**src/sha1he_pkg.sv**
```systemverilog
package sha1he_pkg;

	localparam int unsigned Q_DEPTH = 4;
	localparam int unsigned Q_AW    = $clog2(Q_DEPTH);

	localparam logic [31:0] H_INIT [5] = '{
		32'h67452301, 32'hefcdab89, 32'h98badcfe, 32'h10325476, 32'hc3d2e1f0
	};

	localparam logic [31:0] K_R0 = 32'h5a827999;
	localparam logic [31:0] K_R1 = 32'h6ed9eba1;
	localparam logic [31:0] K_R2 = 32'h8f1bbcdc;
	localparam logic [31:0] K_R3 = 32'hca62c1d6;

	localparam logic [7:0] PAD_BYTE = 8'h80;

	// one schedule word on its way to the compression core
	typedef struct packed {
		logic        last_blk;  // last word of the final block of a message
		logic [31:0] word;
	} qent_t;

endpackage

```
**src/sha1he_fifo.sv**
```systemverilog
module sha1he_fifo (
	input  logic              clk,
	input  logic              arst_n,
	input  logic              push,
	input  sha1he_pkg::qent_t din,
	output logic              full,
	input  logic              pop,
	output sha1he_pkg::qent_t dout,
	output logic              empty
);
	import sha1he_pkg::*;

	qent_t           mem [Q_DEPTH];
	logic [Q_AW-1:0] wr_ptr_q;
	logic [Q_AW-1:0] rd_ptr_q;
	logic [Q_AW:0]   count_q;
	logic            do_push;
	logic            do_pop;

	assign full    = (count_q == (Q_AW+1)'(Q_DEPTH));
	assign empty   = (count_q == '0);
	assign do_push = push & ~full;
	assign do_pop  = pop & ~empty;
	assign dout    = mem[rd_ptr_q];

	always_ff @(posedge clk) begin
		if (do_push) begin
			mem[wr_ptr_q] <= din;
		end
	end

	always_ff @(posedge clk or negedge arst_n) begin
		if (!arst_n) begin
			wr_ptr_q <= '0;
			rd_ptr_q <= '0;
			count_q  <= '0;
		end else begin
			if (do_push) begin
				wr_ptr_q <= wr_ptr_q + 1'b1;
			end
			if (do_pop) begin
				rd_ptr_q <= rd_ptr_q + 1'b1;
			end
			unique case ({do_push, do_pop})
				2'b10:   count_q <= count_q + 1'b1;
				2'b01:   count_q <= count_q - 1'b1;
				default: count_q <= count_q;
			endcase
		end
	end

endmodule

```
**src/sha1he_front.sv**
```systemverilog
module sha1he_front (
	input  logic              clk,
	input  logic              arst_n,
	input  logic [7:0]        data_byte,
	input  logic              byte_present,
	input  logic              end_of_message,
	input  logic              push,
	output logic              full,
	output logic              q_push,
	output sha1he_pkg::qent_t q_data,
	input  logic              q_full
);
	import sha1he_pkg::*;

	localparam logic [3:0] LEN_HI_IDX = 4'd14;
	localparam logic [3:0] LEN_LO_IDX = 4'd15;

	logic [5:0]  fill_q;
	logic [31:0] word_q;
	logic [63:0] len_q;
	logic        pad_q;
	logic        pad_first_q;
	logic        lenblk_q;
	logic [3:0]  widx_q;

	logic        accept;
	logic [1:0]  lane;
	logic [4:0]  shamt;
	logic [31:0] base;
	logic [31:0] byte_word;
	logic [31:0] pad_word;
	logic [5:0]  fill_nx;
	logic        pad_done;

	assign full   = pad_q | q_full;
	assign accept = push & ~full;

	// bytes pack big-endian; lane 0 starts a fresh word
	assign lane      = fill_q[1:0];
	assign shamt     = {~lane, 3'b000};
	assign base      = (lane == 2'd0) ? 32'h0 : word_q;
	assign byte_word = base | ({24'h0, data_byte} << shamt);
	assign pad_word  = base | ({24'h0, PAD_BYTE} << shamt);
	assign fill_nx   = fill_q + {5'd0, byte_present};
	assign pad_done  = pad_q & ~q_full & ~pad_first_q & lenblk_q & (widx_q == LEN_LO_IDX);

	always_comb begin
		q_push = 1'b0;
		q_data = '0;
		if (pad_q) begin
			q_push = ~q_full;
			if (pad_first_q) begin
				q_data.word = pad_word;
			end else if (lenblk_q && widx_q == LEN_HI_IDX) begin
				q_data.word = len_q[63:32];
			end else if (lenblk_q && widx_q == LEN_LO_IDX) begin
				q_data.word     = len_q[31:0];
				q_data.last_blk = 1'b1;
			end
		end else if (accept && byte_present && lane == 2'd3) begin
			q_push      = 1'b1;
			q_data.word = byte_word;
		end
	end

	always_ff @(posedge clk or negedge arst_n) begin
		if (!arst_n) begin
			fill_q      <= '0;
			word_q      <= '0;
			len_q       <= '0;
			pad_q       <= 1'b0;
			pad_first_q <= 1'b0;
			lenblk_q    <= 1'b0;
			widx_q      <= '0;
		end else if (pad_q) begin
			if (!q_full) begin
				pad_first_q <= 1'b0;
				widx_q      <= widx_q + 1'b1;
				// length goes in the block whose words 14 and 15 are still free
				if (pad_first_q) begin
					lenblk_q <= (widx_q != LEN_HI_IDX);
				end else if (widx_q == LEN_LO_IDX) begin
					lenblk_q <= 1'b1;
				end
				if (pad_done) begin
					pad_q  <= 1'b0;
					fill_q <= '0;
					len_q  <= '0;
					word_q <= '0;
				end
			end
		end else if (accept) begin
			if (byte_present) begin
				fill_q <= fill_nx;
				len_q  <= len_q + 64'd8;
				word_q <= byte_word;
			end
			if (end_of_message) begin
				pad_q       <= 1'b1;
				pad_first_q <= 1'b1;
				lenblk_q    <= 1'b0;
				widx_q      <= fill_nx[5:2];
			end
		end
	end

endmodule

```
**src/sha1he_core.sv**
```systemverilog
module sha1he_core (
	input  logic              clk,
	input  logic              arst_n,
	input  logic              q_empty,
	output logic              q_pop,
	input  sha1he_pkg::qent_t q_data,
	output logic              empty,
	input  logic              pop,
	output logic [31:0]       digest_word,
	output logic [2:0]        word_index,
	output logic              last_word
);
	import sha1he_pkg::*;

	typedef enum logic [1:0] {ST_LOAD, ST_ROUND, ST_ADD, ST_OUT} state_t;

	localparam logic [6:0] LAST_LOAD  = 7'd15;
	localparam logic [6:0] LAST_ROUND = 7'd79;
	localparam logic [6:0] LAST_OUT   = 7'd4;

	state_t      state_q;
	logic [6:0]  cnt_q;
	logic        last_q;
	logic [31:0] h_q [5];
	logic [31:0] w_q [16];
	logic [31:0] a_q, b_q, c_q, d_q, e_q;

	logic [31:0] f;
	logic [31:0] k;
	logic [31:0] tmp;
	logic [31:0] w_x;
	logic [31:0] w_new;

	assign q_pop       = (state_q == ST_LOAD) & ~q_empty;
	assign empty       = (state_q != ST_OUT);
	assign word_index  = cnt_q[2:0];
	assign last_word   = (cnt_q == LAST_OUT);
	assign digest_word = h_q[cnt_q[2:0]];

	always_comb begin
		if (cnt_q < 7'd20) begin
			f = (b_q & c_q) | (~b_q & d_q);
			k = K_R0;
		end else if (cnt_q < 7'd40) begin
			f = b_q ^ c_q ^ d_q;
			k = K_R1;
		end else if (cnt_q < 7'd60) begin
			f = (b_q & c_q) | (b_q & d_q) | (c_q & d_q);
			k = K_R2;
		end else begin
			f = b_q ^ c_q ^ d_q;
			k = K_R3;
		end
	end

	// w_q[0] is W[t]; the window rolls one word per round
	assign w_x   = w_q[13] ^ w_q[8] ^ w_q[2] ^ w_q[0];
	assign w_new = {w_x[30:0], w_x[31]};
	assign tmp   = {a_q[26:0], a_q[31:27]} + f + e_q + w_q[0] + k;

	always_ff @(posedge clk) begin
		if (state_q == ST_LOAD && !q_empty) begin
			for (int i = 0; i < 15; i++) begin
				w_q[i] <= w_q[i+1];
			end
			w_q[15] <= q_data.word;
			if (cnt_q == LAST_LOAD) begin
				a_q <= h_q[0];
				b_q <= h_q[1];
				c_q <= h_q[2];
				d_q <= h_q[3];
				e_q <= h_q[4];
			end
		end else if (state_q == ST_ROUND) begin
			for (int i = 0; i < 15; i++) begin
				w_q[i] <= w_q[i+1];
			end
			w_q[15] <= w_new;
			a_q     <= tmp;
			b_q     <= a_q;
			c_q     <= {b_q[1:0], b_q[31:2]};
			d_q     <= c_q;
			e_q     <= d_q;
		end
	end

	always_ff @(posedge clk or negedge arst_n) begin
		if (!arst_n) begin
			state_q <= ST_LOAD;
			cnt_q   <= '0;
			last_q  <= 1'b0;
			for (int i = 0; i < 5; i++) begin
				h_q[i] <= H_INIT[i];
			end
		end else begin
			unique case (state_q)
				ST_LOAD: begin
					if (!q_empty) begin
						if (cnt_q == LAST_LOAD) begin
							last_q  <= q_data.last_blk;
							cnt_q   <= '0;
							state_q <= ST_ROUND;
						end else begin
							cnt_q <= cnt_q + 1'b1;
						end
					end
				end
				ST_ROUND: begin
					if (cnt_q == LAST_ROUND) begin
						cnt_q   <= '0;
						state_q <= ST_ADD;
					end else begin
						cnt_q <= cnt_q + 1'b1;
					end
				end
				ST_ADD: begin
					h_q[0]  <= h_q[0] + a_q;
					h_q[1]  <= h_q[1] + b_q;
					h_q[2]  <= h_q[2] + c_q;
					h_q[3]  <= h_q[3] + d_q;
					h_q[4]  <= h_q[4] + e_q;
					cnt_q   <= '0;
					state_q <= last_q ? ST_OUT : ST_LOAD;
				end
				ST_OUT: begin
					if (pop) begin
						if (cnt_q == LAST_OUT) begin
							for (int i = 0; i < 5; i++) begin
								h_q[i] <= H_INIT[i];
							end
							cnt_q   <= '0;
							last_q  <= 1'b0;
							state_q <= ST_LOAD;
						end else begin
							cnt_q <= cnt_q + 1'b1;
						end
					end
				end
				default: state_q <= ST_LOAD;
			endcase
		end
	end

endmodule

```
**src/sha1_hash_engine.sv**
```systemverilog
// channel   direction  handshake       fields
// input     in         push / full     data_byte, byte_present, end_of_message
// result    out        empty / pop     digest_word, word_index, last_word
//
// A byte is taken per cycle while the word queue has room and no padding runs.
// Each 64-byte block costs 16 queue reads, 80 rounds and one chaining add in the
// single round unit; padding pushes one word per cycle while the queue has room.
// full stays high while padding words are generated and while the queue is full.
// The five digest words wait for pop; the next message can only fill the queue.
// Reset returns the chaining words to the initial constants and empties the queue.
module sha1_hash_engine (
	input  logic        clk,
	input  logic        arst_n,
	input  logic [7:0]  data_byte,
	input  logic        byte_present,
	input  logic        end_of_message,
	input  logic        push,
	output logic        full,
	output logic [31:0] digest_word,
	output logic [2:0]  word_index,
	output logic        last_word,
	output logic        empty,
	input  logic        pop
);
	import sha1he_pkg::*;

	logic  f_push;
	qent_t f_data;
	logic  q_full;
	logic  c_pop;
	qent_t c_data;
	logic  q_empty;

	sha1he_front u_front (
		.clk            (clk),
		.arst_n         (arst_n),
		.data_byte      (data_byte),
		.byte_present   (byte_present),
		.end_of_message (end_of_message),
		.push           (push),
		.full           (full),
		.q_push         (f_push),
		.q_data         (f_data),
		.q_full         (q_full)
	);

	sha1he_fifo u_fifo (
		.clk    (clk),
		.arst_n (arst_n),
		.push   (f_push),
		.din    (f_data),
		.full   (q_full),
		.pop    (c_pop),
		.dout   (c_data),
		.empty  (q_empty)
	);

	sha1he_core u_core (
		.clk         (clk),
		.arst_n      (arst_n),
		.q_empty     (q_empty),
		.q_pop       (c_pop),
		.q_data      (c_data),
		.empty       (empty),
		.pop         (pop),
		.digest_word (digest_word),
		.word_index  (word_index),
		.last_word   (last_word)
	);

endmodule

```
**config.mk**
```make
export PLATFORM = sky130hd
export DESIGN_NAME = sha1_hash_engine
export DESIGN_NICKNAME = d
export VERILOG_FILES = /design/src/sha1he_pkg.sv /design/src/sha1he_fifo.sv /design/src/sha1he_front.sv /design/src/sha1he_core.sv /design/src/sha1_hash_engine.sv
export SDC_FILE = /design/constraint.sdc
export NUM_CORES = 2
export LEC_CHECK = 0
export BUFFER_PORTS_ARGS = -buffer_cell sky130_fd_sc_hd__buf_2
export CELL_PAD_IN_SITES_DETAIL_PLACEMENT = 1
export CELL_PAD_IN_SITES_GLOBAL_PLACEMENT = 1
export CORE_MARGIN = 5
export CORE_UTILIZATION = 57
export DETAILED_ROUTE_END_ITERATION = 8
export PLACE_DENSITY_LB_ADDON = 0.15
export SETUP_SLACK_MARGIN = 0.1
export SLEW_MARGIN = 15
export SYNTH_ARGS = -nofsm -noshare
export SYNTH_HDL_FRONTEND = slang
export SYNTH_SLANG_ARGS = --single-unit
```
**constraint.sdc**
```tcl
create_clock -name clk -period 34.5 [get_ports clk]
set_input_delay 6.9 -clock clk [delete_from_list [all_inputs] [get_ports clk]]
set_output_delay 6.9 -clock clk [all_outputs]
set_load 0.01 [all_outputs]
```
==> results summary <==
The total CTS buffers is 112. The die is 319 um tall. The synthesis-stage register bit count came out at 1087. At the pin with the least slew margin, the transition time is 1.20 ns. STA classifies the critical path startpoint as a flop.

The path class of the tightest hold or removal check is reg2reg. The synthesized area divided by synthesized cell count came out at 11.9 um^2. The worst path uses 29.3% of the clock period. The run finished with clean final reports.

The sum of routed wire length over all layers came out at 158000 um. The maximum buffer depth of the clock tree is 3. Row generation in the floorplan step produced 113 rows. The final-report max-slew violation count came out at 0.

The area share of the leading cell type in the synthesized netlist is 44.2%. The root buffer cell chosen for the clock tree is clkbuf_16. The reg2reg setup slack came out at 25.49 ns. The largest fanout of any net on the critical path is 43. Adding up every negative setup slack in the final design gives 0 ns. In this run the most used layer during global routing was met2. The number of gates resized after cts came out at 0. The detail route stage leaves a number of antenna-violating nets equal to 0. The data required time of the critical path came out at 27.60 ns. Setup repair after global routing left no endpoint under its margin. The number of distinct library cells after synthesis came out at 86. The clock insertion delay at the later pin of the skew report came out at 0.74 ns. The total via count after detailed routing came out at 37300. The filler cell count is 9571. In the global route stage, met1 resource usage came out at 40.2%. Data arrives at the worst endpoint at 3.22 ns. The ratio of routed vias to standard cells came out at 6.24.

The cell count after synthesis is 4601. The routing usage on met3 is 5.60%. Global routing used 30.8% of the available tracks across all layers.

The net count after synthesis is 4972. The global-route wire length before repair is 243000 um. The worst setup path is of the reg2out kind. The final weighted congestion of routability-driven global placement came out at 0.915. The number of global-route vias before repair was 39800.

The initial antenna violation count is 1. The worst setup skew after layout is 0.0446 ns. The clock slew seen by the registers of the worst setup and hold paths came out at 0.06 ns. The area of the die came out at 102000 um^2. The boundary pin count came out at 52. In the post-synthesis netlist, the biggest area contributors are edfxtp_1 44%, dfrtp_1 9.3%, ha_1 5.3%, nand2_1 4.6%, fa_1 4.6%. The area of the placeable core came out at 95000 um^2. The number of hold buffers added after cts is 0. The remaining design rule violation count is 0. The die is 319 um wide. Based on the critical path, the design can be clocked at up to 98.8 MHz.

The synthesis warning total came out at 0. The number of H-tree levels came out at 3. Across the run, the number of max-cap violations was 0. The count of routing violations after the opening detailed-route iteration came out at 3338. The count of buffers added by post-CTS timing repair for setup came out at 0. The routed wirelength normalized by instance count came out at 26.4 um. The time the final worst path needs with I/O delays and setup is 10.12 ns. TritonCTS built the clock tree.

The share of post-route cells with drive strength above 1 is 8.72%. For this run, the post-layout net count is 4995. The number of endpoints with negative hold slack in the final report is 0.

The sum of net half-perimeters after detailed placement is 105000 um. The worst max-slew margin expressed relative to the limit is 19.8%. After global routing the overflow that remains totals 0. Clock tree synthesis found a total of 1087 sinks. Entering global routing, the biggest net connects 190 pins. STA classifies the critical path endpoint as an output port. The repair_antennas step left the layout with diodes totalling 0. The number of buffers inserted by port buffering is 51.

The post-synthesis to final-layout area growth came out at 9.95%. The number of optimization iterations in the first detailed-route pass came out at 8. The met2 usage came out at 51.2%. After synthesis the cells add up to 54600 um^2.

The count of flip-flops with a built-in enable after synthesis came out at 804. The register area share after synthesis is 57.4%. Setup violations remaining at the end of the flow were counted as 0. The share of flip-flops with an asynchronous set or reset is 26.0%. The effective utilization at floorplan is 57.4%. edfxtp_1 takes more of the synthesized area than any other cell. For this run, the leading register cell type out of synthesis is edfxtp_1.
## Yosys cell counts, drive strengths merged, types with 25 or more instances
cell and count:
a211oi 26, xor2 128, inv 224, o21a 29, edfxtp 804, nand2 676, a22o 30, o21ai 245
nor2 353, dfrtp 203, mux2i 69, mux4 34, nand3 59, clkbuf 159, and2 25, a21o 80
o22ai 40, nor3 35, ha 232, nand2b 37, nand4 33, xnor2 199, and3 33, nor2b 45
dfstp 80, fa 125, a21oi 309
## layout by cell type, fill, tap and decap left out, drive strengths merged, types with 59 or more instances in the layout
cell / synthesis / layout
mux2i: 69 / 69
inv: 224 / 228
a21o: 80 / 80
nor2: 353 / 353
edfxtp: 804 / 804
o21ai: 245 / 245
fa: 125 / 125
buf: 21 / 89
nand2: 676 / 676
nand3: 59 / 59
xor2: 128 / 128
ha: 232 / 232
dfstp: 80 / 80
a21oi: 309 / 309
xnor2: 199 / 199
clkbuf: 159 / 148
dfrtp: 203 / 203
## final cells by class
type | count | area [um^2] | area share (%)
well taps | 1265 | 1580 | 2.64
clock inverters | 65 | 827 | 1.38
clock buffers | 148 | 3070 | 5.11
inverters | 224 | 848 | 1.41
multi-input cells | 3110 | 21800 | 36.3
repair buffers | 89 | 588 | 0.980
flip-flops and latches | 1087 | 31300 | 52.2
## path summary, 6_finish.rpt
path                             startpoint                 end  cells after the start
min in group asynchronous            arst_n      u_core.h_q[39]                      1
hold reg to reg            u_core.w_q[3][0]    u_core.w_q[2][0]                      0
hold / removal             u_core.w_q[3][0]    u_core.w_q[2][0]                      0
max in group asynchronous            arst_n  u_front.word_q[26]                      2
setup reg to reg            u_core.cnt_q[2]      u_core.a_q[31]                     31
setup / recovery            u_core.cnt_q[0]     digest_word[18]                      6
## registers in the layout, indices dropped and copies added, names as in the netlist, 2 cells and up
name	cells
u_core.a_q	32
u_core.b_q	32
u_core.c_q	32
u_core.cnt_q	7
u_core.d_q	32
u_core.e_q	32
u_core.h_q	160
u_core.state_q	2
u_core.w_q	512
u_fifo.count_q	3
u_fifo.mem	132
u_fifo.rd_ptr_q	2
u_fifo.wr_ptr_q	2
u_front.fill_q	6
u_front.len_q	61
u_front.widx_q	4
u_front.word_q	32
## kinds of logic after synthesis
family,count (synthesis),share of synthesized area [%]
DFF,1087,57.4
buffers and inverters,404,2.83
muxes,105,2.71
xor gates and xnor gates,327,5.25
adders and majority gates,357,9.90
and+or+nand+nor,1348,10.6
AOI/OAI and AO/OA,973,11.3
## routing by layer
| metal | wire [um] | vias to the layer above |
|---|---|---|
| met1 | 63600 | 19100 |
| met3 | 10100 | 384 |
| met5 | 9 | - |
| met2 | 76500 | 1354 |
| li1 | - | 16500 |
| met4 | 8050 | 2 |
## worst max-delay path, cell delays in order (launching register included)
cell     delay, ns
dfrtp_4       0.87
inv_1         0.16
nor2_2        0.39
buf_4         0.44
a21oi_1       0.12
o22ai_1       0.32
buf_2         0.20
## stage by stage
stage / cell area [um^2] / utilization [%] / instances / hold WS, ns / setup slack, ns
floorplan: 54600 / - / 4601 / 0.400 / 20.87
global placement: 56100 / 59.1 / 5775 / 0.400 / 25.04
detailed placement: 56100 / 59.1 / 5775 / 0.405 / 24.85
CTS: 60000 / 63.2 / 5988 / 0.403 / 24.36
global route: 60000 / 63.2 / 5988 / 0.406 / 24.24
finish: 60000 / 63.2 / 5988 / 0.405 / 24.38
Power is left out: the tool's default activity adds up to more than one toggle a clock period on the data nets, which glitch-free logic cannot reach.
